==> src/rtl/core/preemptive_priority_scheduler_unit_defines.svh <==
// ---------------------------------------------------------------------------
// Assertion macros for the priority scheduler
// Shared property templates, all clocked on clk and disabled during rst.
// ---------------------------------------------------------------------------
`ifndef PREEMPTIVE_PRIORITY_SCHEDULER_UNIT_DEFINES_SVH
`define PREEMPTIVE_PRIORITY_SCHEDULER_UNIT_DEFINES_SVH

// condition holds at every edge out of reset
`define PPS_ASSERT_ALWAYS(name, expr) \
  name: assert property (@(posedge clk) disable iff (rst) (expr)) \
    else $error("scheduler check failed");

// same-cycle implication
`define PPS_ASSERT_IMPLY(name, ante, cons) \
  name: assert property (@(posedge clk) disable iff (rst) (ante) |-> (cons)) \
    else $error("scheduler check failed");

// next-cycle implication
`define PPS_ASSERT_NEXT(name, ante, cons) \
  name: assert property (@(posedge clk) disable iff (rst) (ante) |=> (cons)) \
    else $error("scheduler check failed");

`endif

==> src/rtl/core/pps_pkg.sv <==
// ---------------------------------------------------------------------------
// pps_pkg
// Types and constants shared by the scheduler cells and the top level.
// ---------------------------------------------------------------------------
package pps_pkg;

  // index width covers the largest supported table (256 entries)
  localparam int PROC_IDX_W = 8;
  localparam int TIME_W     = 32;
  localparam int ARRIVAL_W  = 16;
  localparam int BURST_W    = 16;
  localparam int PRIO_W     = 8;
  localparam int RUN_ID_W   = 4;

  localparam int IN_DATA_W  = 40;
  localparam int OUT_DATA_W = 136;

  localparam logic REQ_LOAD = 1'b0;
  localparam logic REQ_TICK = 1'b1;

  // best candidate so far, handed from cell to cell
  typedef struct packed {
    logic                  found;
    logic [PRIO_W-1:0]     prio;
    logic [PROC_IDX_W-1:0] idx;
    logic [ARRIVAL_W-1:0]  arrival;
    logic [BURST_W-1:0]    burst;
    logic                  last;
  } pps_cand_t;

  // broadcast command to all cells
  typedef struct packed {
    logic                  load;
    logic                  run;
    logic [PROC_IDX_W-1:0] idx;
    logic [ARRIVAL_W-1:0]  arrival;
    logic [BURST_W-1:0]    burst;
    logic [PRIO_W-1:0]     prio;
  } pps_cmd_t;

  typedef enum logic [1:0] {
    ST_IDLE,
    ST_SCAN,
    ST_CALC,
    ST_OUT
  } pps_state_t;

endpackage

==> src/rtl/core/preemptive_priority_scheduler_unit.sv <==
// ---------------------------------------------------------------------------
// preemptive_priority_scheduler_unit
// Preemptive priority scheduler over a row of process cells.
// ---------------------------------------------------------------------------
// A word with tuser = 0 loads the next process entry (ignored once MAX_PROCS
// entries are loaded) and gives no output word. A word with tuser = 1 runs
// one time tick and gives exactly one output word. In a tick the best
// candidate travels down the chain of MAX_PROCS cells one cell per cycle,
// then the CALC state forms the times and the OUT state loads the output
// register once the output is free. Ties go to the lowest index; priority 0
// and zero-burst entries never run. running_id carries the low 4 bits of the
// process index. New words are accepted while the previous result waits.
`include "preemptive_priority_scheduler_unit_defines.svh"

module preemptive_priority_scheduler_unit #(
  parameter int MAX_PROCS = 16
) (
  input  logic                              clk,
  input  logic                              rst,
  input  logic                              s_tvalid,
  output logic                              s_tready,
  // arrival_time[15:0], burst_length[31:16], priority_level[39:32]
  input  logic [pps_pkg::IN_DATA_W-1:0]     s_tdata,
  // req_type
  input  logic                              s_tuser,
  output logic                              m_tvalid,
  input  logic                              m_tready,
  // slot_time[31:0], running_id[35:32], finished[36], completion_time[68:37],
  // turnaround[100:69], waiting[132:101], all_done[133], zero pad [135:134]
  output logic [pps_pkg::OUT_DATA_W-1:0]    m_tdata,
  // idle
  output logic                              m_tuser
);
  import pps_pkg::*;

  localparam int CNT_W  = $clog2(MAX_PROCS + 1);
  localparam int SCAN_W = $clog2(MAX_PROCS);

  pps_state_t state, state_next;

  logic [CNT_W-1:0]  loaded_count;
  logic [CNT_W-1:0]  done_count;
  logic [TIME_W-1:0] current_time;
  logic [SCAN_W-1:0] scan_cnt;

  pps_cand_t         chain [MAX_PROCS+1];
  pps_cand_t         best;
  logic [TIME_W-1:0] comp_r;
  logic [TIME_W-1:0] tat_r;

  pps_cmd_t cmd;
  logic     in_fire;
  logic     out_free;
  logic     out_load;
  logic     fin;
  logic [CNT_W-1:0] done_count_next;

  // output word fields
  logic [TIME_W-1:0]   slot_time;
  logic                idle;
  logic [RUN_ID_W-1:0] running_id;
  logic                finished;
  logic [TIME_W-1:0]   completion_time;
  logic [TIME_W-1:0]   turnaround;
  logic [TIME_W-1:0]   waiting;
  logic                all_done;

  assign chain[0] = '0;

  for (genvar g = 0; g < MAX_PROCS; g++) begin : g_cell
    pps_cell #(
      .CELL_IDX (g)
    ) u_cell (
      .clk      (clk),
      .rst      (rst),
      .cmd      (cmd),
      .now      (current_time),
      .cand_in  (chain[g]),
      .cand_out (chain[g+1])
    );
  end

  // next state
  always_comb begin
    state_next = state;
    case (state)
      ST_IDLE: begin
        if (s_tvalid && s_tuser == REQ_TICK) state_next = ST_SCAN;
      end
      ST_SCAN: begin
        if (scan_cnt == SCAN_W'(MAX_PROCS - 1)) state_next = ST_CALC;
      end
      ST_CALC: state_next = ST_OUT;
      ST_OUT: begin
        if (out_free) state_next = ST_IDLE;
      end
      default: state_next = ST_IDLE;
    endcase
  end

  // outputs of the controller
  always_comb begin
    s_tready    = 1'b0;
    out_load    = 1'b0;
    cmd         = '0;
    cmd.arrival = s_tdata[15:0];
    cmd.burst   = s_tdata[31:16];
    cmd.prio    = s_tdata[39:32];
    case (state)
      ST_IDLE: begin
        s_tready = 1'b1;
        cmd.load = s_tvalid && (s_tuser == REQ_LOAD)
                   && (loaded_count < CNT_W'(MAX_PROCS));
        cmd.idx  = PROC_IDX_W'(loaded_count);
      end
      ST_OUT: begin
        out_load = out_free;
        cmd.run  = out_free && best.found;
        cmd.idx  = best.idx;
      end
      default: ;
    endcase
  end

  assign in_fire  = s_tvalid && s_tready;
  assign out_free = !m_tvalid || m_tready;
  assign fin      = best.found && best.last;
  assign done_count_next = done_count + CNT_W'(fin);

  always_ff @(posedge clk) begin
    if (rst) begin
      state        <= ST_IDLE;
      loaded_count <= '0;
      done_count   <= '0;
      current_time <= '0;
      scan_cnt     <= '0;
      m_tvalid     <= 1'b0;
    end else begin
      state <= state_next;
      if (cmd.load) loaded_count <= loaded_count + CNT_W'(1);
      if (in_fire) scan_cnt <= '0;
      else if (state == ST_SCAN) scan_cnt <= scan_cnt + SCAN_W'(1);
      if (out_load) begin
        done_count   <= done_count_next;
        current_time <= current_time + TIME_W'(1);
        m_tvalid     <= 1'b1;
      end else if (m_tready) begin
        m_tvalid <= 1'b0;
      end
    end
  end

  // winner and derived times
  always_ff @(posedge clk) begin
    if (state == ST_CALC) begin
      best   <= chain[MAX_PROCS];
      comp_r <= current_time + TIME_W'(1);
      tat_r  <= current_time + TIME_W'(1) - TIME_W'(chain[MAX_PROCS].arrival);
    end
  end

  always_ff @(posedge clk) begin
    if (out_load) begin
      slot_time       <= current_time;
      idle            <= !best.found;
      running_id      <= best.found ? RUN_ID_W'(best.idx) : '0;
      finished        <= fin;
      completion_time <= fin ? comp_r : '0;
      turnaround      <= fin ? tat_r : '0;
      waiting         <= fin ? (tat_r - TIME_W'(best.burst)) : '0;
      all_done        <= (done_count_next == loaded_count);
    end
  end

  assign m_tdata = {2'b00, all_done, waiting, turnaround, completion_time,
                    finished, running_id, slot_time};
  assign m_tuser = idle;

  `PPS_ASSERT_ALWAYS(a_done_le_loaded, done_count <= loaded_count)
  `PPS_ASSERT_NEXT(a_time_step, out_load, current_time == TIME_W'($past(current_time) + 1))
  `PPS_ASSERT_IMPLY(a_idle_quiet, m_tvalid && m_tuser, running_id == '0 && !finished)

endmodule

==> src/rtl/core/pps_cell.sv <==
// ---------------------------------------------------------------------------
// pps_cell
// One process entry. Compares its own entry against the candidate coming
// from the previous cell and registers the better one toward the next cell.
// ---------------------------------------------------------------------------
module pps_cell #(
  parameter int CELL_IDX = 0
) (
  input  logic                           clk,
  input  logic                           rst,
  input  pps_pkg::pps_cmd_t              cmd,
  input  logic [pps_pkg::TIME_W-1:0]     now,
  input  pps_pkg::pps_cand_t             cand_in,
  output pps_pkg::pps_cand_t             cand_out
);
  import pps_pkg::*;

  logic                 valid;
  logic [ARRIVAL_W-1:0] arrival;
  logic [BURST_W-1:0]   remaining;
  logic [BURST_W-1:0]   burst;
  logic [PRIO_W-1:0]    prio;

  logic      sel;
  logic      arrived;
  logic      take;
  pps_cand_t own;

  assign sel     = (cmd.idx == PROC_IDX_W'(CELL_IDX));
  // arrival is 16 bits, so any time at or above 2^16 means it has arrived
  assign arrived = (|now[TIME_W-1:ARRIVAL_W]) || (arrival <= now[ARRIVAL_W-1:0]);
  // strict compare keeps the lower index on a tie
  assign take    = valid && arrived && (remaining != '0) && (prio > cand_in.prio);

  always_comb begin
    own.found   = 1'b1;
    own.prio    = prio;
    own.idx     = PROC_IDX_W'(CELL_IDX);
    own.arrival = arrival;
    own.burst   = burst;
    own.last    = (remaining == BURST_W'(1));
  end

  always_ff @(posedge clk) begin
    if (rst) begin
      valid <= 1'b0;
    end else if (cmd.load && sel) begin
      valid <= 1'b1;
    end
  end

  always_ff @(posedge clk) begin
    if (cmd.load && sel) begin
      arrival   <= cmd.arrival;
      burst     <= cmd.burst;
      remaining <= cmd.burst;
      prio      <= cmd.prio;
    end else if (cmd.run && sel) begin
      remaining <= remaining - BURST_W'(1);
    end
  end

  always_ff @(posedge clk) begin
    cand_out <= take ? own : cand_in;
  end

endmodule
==> config.mk <==
export PLATFORM = sky130hd
export DESIGN_NAME = preemptive_priority_scheduler_unit
export DESIGN_NICKNAME = d
export VERILOG_FILES = /design/src/rtl/core/pps_pkg.sv /design/src/rtl/core/preemptive_priority_scheduler_unit.sv /design/src/rtl/core/pps_cell.sv
export VERILOG_INCLUDE_DIRS = /design/src /design/src/rtl/core
export SDC_FILE = /design/constraint.sdc
export NUM_CORES = 2
export LEC_CHECK = 0
export BUFFER_PORTS_ARGS = -buffer_cell sky130_fd_sc_hd__buf_4
export CAP_MARGIN = 10
export CELL_PAD_IN_SITES_DETAIL_PLACEMENT = 0
export CELL_PAD_IN_SITES_GLOBAL_PLACEMENT = 1
export CORE_MARGIN = 4
export CORE_UTILIZATION = 49
export DETAILED_ROUTE_END_ITERATION = 8
export PLACE_DENSITY = 0.76
export SYNTH_ARGS = -nofsm -noshare
export SYNTH_HDL_FRONTEND = slang
export SYNTH_SLANG_ARGS = --single-unit
==> constraint.sdc <==
create_clock -name clk -period 8.5 [get_ports clk]
set_input_delay 0 -clock clk [delete_from_list [all_inputs] [get_ports clk]]
set_output_delay 0 -clock clk [all_outputs]
set_load 0.02 [all_outputs]
After elaboration in Yosys (flattened, before gate mapping)
Cells that the tools add are included.
Widths: inputs -> output; s select.
- flip-flop bits (word level): 1895
- input port bits: 45
- output and inout port bits: 139
- add/subtract/negate cells: 22
- $lt $le $gt $ge: 33
- eq/ne operators: 39
- muxes and demuxes: 58
- bitwise operators: 1
- reduce and logical (&&, ||, !) cells: 143
- operators with widths (cell ; number):
    $mux 49 ; 14
    $mux 16 ; 32
    $eq 16x1->1 const B ; 16
    $le 16x16->1 ; 16
    $reduce_bool 16->1 ; 16
    $sub 16x1->16 const B ; 16
    $gt 8x8->1 ; 15
    $logic_and 1x1->1 ; 86
    $sub 32x16->32 ; 2
    $eq 5x4->1 const B ; 8
    $reduce_bool 2->1 ; 17
    $mux 33 ; 1
    $add 32x1->32 const B ; 1
    $eq 5x3->1 const B ; 4
    $logic_or 1x1->1 ; 17
    $reduce_or 16->1 ; 1
    $eq 5x2->1 const B ; 2
    $pmux 5 s2 ; 1
    $gt 8x1->1 const B ; 1
    $logic_not 8->1 ; 1
    $pmux 2 s4 ; 1
    $mux 1 ; 6
    $mux 2 ; 3
    $ne 2x2->1 const B ; 3
    14 further kinds ; 16

Longest topological paths before layout
- word-level depth: 7
- gate-level depth with buffers: 14
- gate-level depth less buffers: 14

By module
Synthesis repeated with hierarchy kept, for this count alone.
- cells, all modules: 6429
- area, all modules: 84498.5 um^2
- modules (own cells, without submodules) (module ; times used ; cells each ; area each (um^2)):
    pps_cell at g_cell[1].u_cell ... ; 4 ; 337 ; 4531.8
    pps_cell at g_cell[10].u_cell ... ; 3 ; 337 ; 4533.1
    pps_cell at g_cell[11].u_cell ... ; 3 ; 338 ; 4383.0
    preemptive_priority_scheduler_unit ; 1 ; 1028 ; 12498.2
    pps_cell at g_cell[12].u_cell ... ; 2 ; 340 ; 4533.1
    pps_cell at g_cell[13].u_cell ; 1 ; 335 ; 4599.4
    pps_cell at g_cell[9].u_cell ; 1 ; 338 ; 4549.4
    pps_cell at g_cell[0].u_cell ; 1 ; 337 ; 4529.3
    pps_cell at g_cell[15].u_cell ; 1 ; 338 ; 4380.5

Worst setup path after synthesis
Ideal clock, no wire load.
- path kind: register to register
- from: reg state[0]
- to: reg all_done (enable)
- setup time: 0.553 ns
- data arrival time: 4.977 ns
- slack: 2.970 ns
- cell stages (with the launch flop): 7
- path buffers: 3
- clock period less this slack: 5.530 ns
- cell sequence: dfxtp_1 -> ha_1 -> clkbuf_1 -> nand2b_1 -> clkbuf_1 -> inv_2 -> buf_1
- word-level cells in the longest chain between the ends: 2
- ends and longest elaborated chain (element ; RTL line ; text):
    start, declared ; preemptive_priority_scheduler_unit.sv:39 ; pps_state_t state, state_next;
    start signal, assigned ; preemptive_priority_scheduler_unit.sv:139 ; state <= state_next;
    $eq 2x2->1 ; preemptive_priority_scheduler_unit.sv:109 ; case (state)
    $mux 1 ; preemptive_priority_scheduler_unit.sv:109 ;
    via out_load ; preemptive_priority_scheduler_unit.sv:54 ; logic out_load;
    end signal, assigned ; preemptive_priority_scheduler_unit.sv:171 ; all_done <= (done_count_next == loaded_count);
    end, declared ; preemptive_priority_scheduler_unit.sv:66 ; logic all_done;
The timed path passes the listed nets, and every way through them passes these cells.
A chain may end at the register's enable or synchronous reset.

Worst setup path in the final report
- from: reg current_time[0]
- to: reg tat_r[29], data pin
- word-level cells in the longest chain between the ends: 2
- ends and longest elaborated chain (element ; RTL line ; text):
    start, declared ; preemptive_priority_scheduler_unit.sv:43 ; logic [TIME_W-1:0] current_time;
    start signal, assigned ; preemptive_priority_scheduler_unit.sv:145 ; current_time <= current_time + TIME_W'(1);
    $add 32x1->32 ; preemptive_priority_scheduler_unit.sv:158 ; tat_r <= current_time + TIME_W'(1) - TIME_W'(chain[MAX_PROCS].arrival);
    $sub 32x16->32 ; preemptive_priority_scheduler_unit.sv:158 ;
    end signal, assigned ; preemptive_priority_scheduler_unit.sv:158 ;
    end, declared ; preemptive_priority_scheduler_unit.sv:49 ; logic [TIME_W-1:0] tat_r;
No other way between the ends.

==> metrics <==
routability-driven placement congestion ratio=0.840; # placed instances=roughly 8000; via count=46100; # IOs=approximately 180; RSZ-0062 raised after global routing=no; # rows=about 150; Nets=about 6700; YS warnings=0; Post-CTS Hold Fix Bufs=44; clk sink count=~1900; setup_tns=0 ps; Crit Reg-Reg Endpoint=tat_r[29]$_DFFE_PP_; met3 global-route usage=under 10%; Mean Syn Cell Area=13.2 um2; first-pass GRT wire length=about 280000 um; critical path required time=around 9000 ps; CP Capture Type=flop; ys async rst share=0%; Die ar.=between 0.15 and 0.2 mm2; CTS root buffer=clkbuf_16; global route hottest layer=met2; P&R area growth vs syn=14.4%; Lkg Pwr=33.9 nW; Skew-Pair Late Insertion Delay=between 800 and 900 ps; post-cts sizing count=0; post-synth top area cell=edfxtp_1; wire length per cell=~22 um; # fillers=approximately 13000; worst clock skew=~27 ps; actual slew at the worst max-slew pin=1110 ps; Slew Limit Fails=0; drt initial violations=around 3500; normalized max-slew margin=about 25%; Synth Register Bits=around 1900; Setup violations, final=0; Die H=roughly 410 um; share of the synthesized area in the top cell type=43.1%; Worst EP arrival=between 5000 and 6000 ps; top cells by area, synth=edfxtp_1, dfxtp_1, ha_1; total CTS buffers=~200; post-CTS setup buffers=0; f_max=between 200 and 250 MHz; post-synthesis sequential area ratio=between 60% and 70%; first-pass iteration count of the detailed router=5; layout cells sized above 1=between 10% and 20%; post-DP HPWL=about 120000 um; Die W=between 400 and 500 um; Routed Antenna Nets=0; count of flip-flops with a built-in enable after synthesis=1117; synthesized instance count=between 5000 and 6000; FF-to-FF path depth=14; R2R Setup Slk=3860 ps; crit path from=current_time[0]$_SDFFE_PP0P_; Hold Crit Start=s_tdata[9]; Critical R2R Launch=current_time[0]$_SDFFE_PP0P_; fin cells=between 8000 and 9000; Reg area=between 0.04 and 0.05 mm2; critical path startpoint category=flop; worst min path class=in2reg; met2 Usage GRT=a little under two fifths; Total Wirelength=~190000 um; met1 usage=between 30% and 40%; Port Buffer Count=between 150 and 200; initial antenna violation count=7; vias per inst=approximately 5.5; initial core utilization=between 40 and 50%; vias in the first global route=~47000; pin count of the biggest net entering global routing=92; # DRC=0; synthesized area=about 0.078 mm2; TritonCTS clock tree=built; top_reg_cell synth=edfxtp_1; VDD IR-drop max=~0.22 mV; crit path to=tat_r[29]$_DFFE_PP_; MaxCap Viol Count=0; total track usage=22.7%; Crit Path Class=reg2reg; fin crit share=54.6%; placed cell areas=a little over 0.08 mm2; final hold vios=0; H-tree Lvls=4; status=completed; Multi-input gate area=between 0.02 and 0.03 mm2; Max Root-Sink Buffers=3; post-layout min period=between 4000 and 5000 ps; Setup WS post-layout=3860 ps; Core Box Area=between 0.15 and 0.2 mm2; Reg clk slew, reported paths=around 60 ps; dpl ws=3790 ps; P per Cell Area=around 240 mW/mm2; unique cell type count in the Yosys netlist=between 60 and 70; CP Max Fanout=24; gr ovfl total=0; final instance area=0.0890 mm2
-- worst max-delay path, cell delays in order (launching register included) --
cell and delay (ps):
dfxtp_1 310, buf_4 350, ha_1 280, nand3_1 190, nor2_1 470, xnor2_1 160
ha_1 380, a211oi_1 280, nor2_1 100, o41ai_1 330, a31oi_1 190, a211oi_1 690
nand2_1 260, nor4_1 280, xnor2_1 120
-- cell usage after synthesis (all sizes together), types with 6 or more instances --
library cell,number
nor2,377
nor3,105
and4b,15
o211ai,16
o31ai,9
ha,465
a221o,8
buf,22
edfxtp,1117
and3,83
nand3,66
or2,31
a211oi,9
nand2b,52
o2111ai,8
mux2,609
xor2,94
or4,26
o41ai,8
and4,6
clkbuf,173
inv,282
nand2,275
o21ai,190
nand4,96
o31a,10
nor4,82
mux2i,22
o21a,37
and2,61
a31oi,26
a21o,129
nand3b,6
nor2b,62
a21oi,255
o21bai,8
xnor2,204
or3,22
dfxtp,778
-- power breakdown --
part	internal (mW)	switching, mW
clock network	5.27	3.58
registers	10.3	0.233
logic	0.708	1.07
-- worst min path at each step --
stage	end	slack, ps	depth (start not counted)
global placement	g_cell[3].u_cell.arrival[8]$_DFFE_PP_	390	1
CTS	g_cell[8].u_cell.arrival[9]$_DFFE_PP_	50	2
finish	g_cell[8].u_cell.arrival[9]$_DFFE_PP_	110	2
floorplan	g_cell[0].u_cell.arrival[0]$_DFFE_PP_	100	0
detailed placement	g_cell[3].u_cell.arrival[8]$_DFFE_PP_	390	1
global route	g_cell[8].u_cell.arrival[9]$_DFFE_PP_	100	2
-- flip-flops by register name (all words and copies together) (netlist names), 128 cells and up --
register                 cells
g_cell.u_cell.burst        256
g_cell.u_cell.remaining    256
g_cell.u_cell.arrival      256
g_cell.u_cell.cand_out     713
g_cell.u_cell.prio         128
-- cell families after synthesis --
logic type	after synthesis	share of synthesized area (%)
buf+inv	477	2.32
flops	1895	63.1
fa+ha+maj	467	7.53
mux	631	9.10
xor+xnor	298	3.36
simple gates	1372	8.86
compound gates	732	5.69
other cells	1	0.00482
-- cell usage in the layout (no fill, tap or decap), types with 204 or more instances in the layout --
master,netlist,final
xnor2_1,204,204
edfxtp_1,1117,1117
ha_1,465,464
inv_1,276,268
dfxtp_1,778,778
nand2_1,275,275
a21oi_1,254,254
nor2_1,377,370
clkbuf_16,0,204
mux2_2,497,497
buf_4,4,260
-- per-layer routing --
layer | vias to the layer above | wire length [um]
li1 | 21900 | -
met1 | 22800 | 86100
met2 | 1082 | 86300
met3 | 270 | 9660
met4 | 4 | 5070
met5 | - | 27
-- metrics by stage --
stage	utilization (%)	hold WS (ps)	power [mW]
detailed placement	52.1	388	12.5
CTS	56.7	49.0	21.4
finish	56.7	111	21.2
global route	56.7	98.1	22.0
floorplan	-	98.9	11.8
global placement	52.1	386	12.5
-- area by class of cell --
class | count | share of cell area [%]
clock buffers | 271 | 6.36
multi-input cells | 3502 | 30.4
flip-flops and latches | 1895 | 55.2
well taps | 2058 | 2.89
clock inverters | 98 | 1.23
inverters | 282 | 1.20
diodes | 3 | 0.00844
repair buffers | 305 | 2.69
Note: power is estimated with default switching activity, not from simulation.
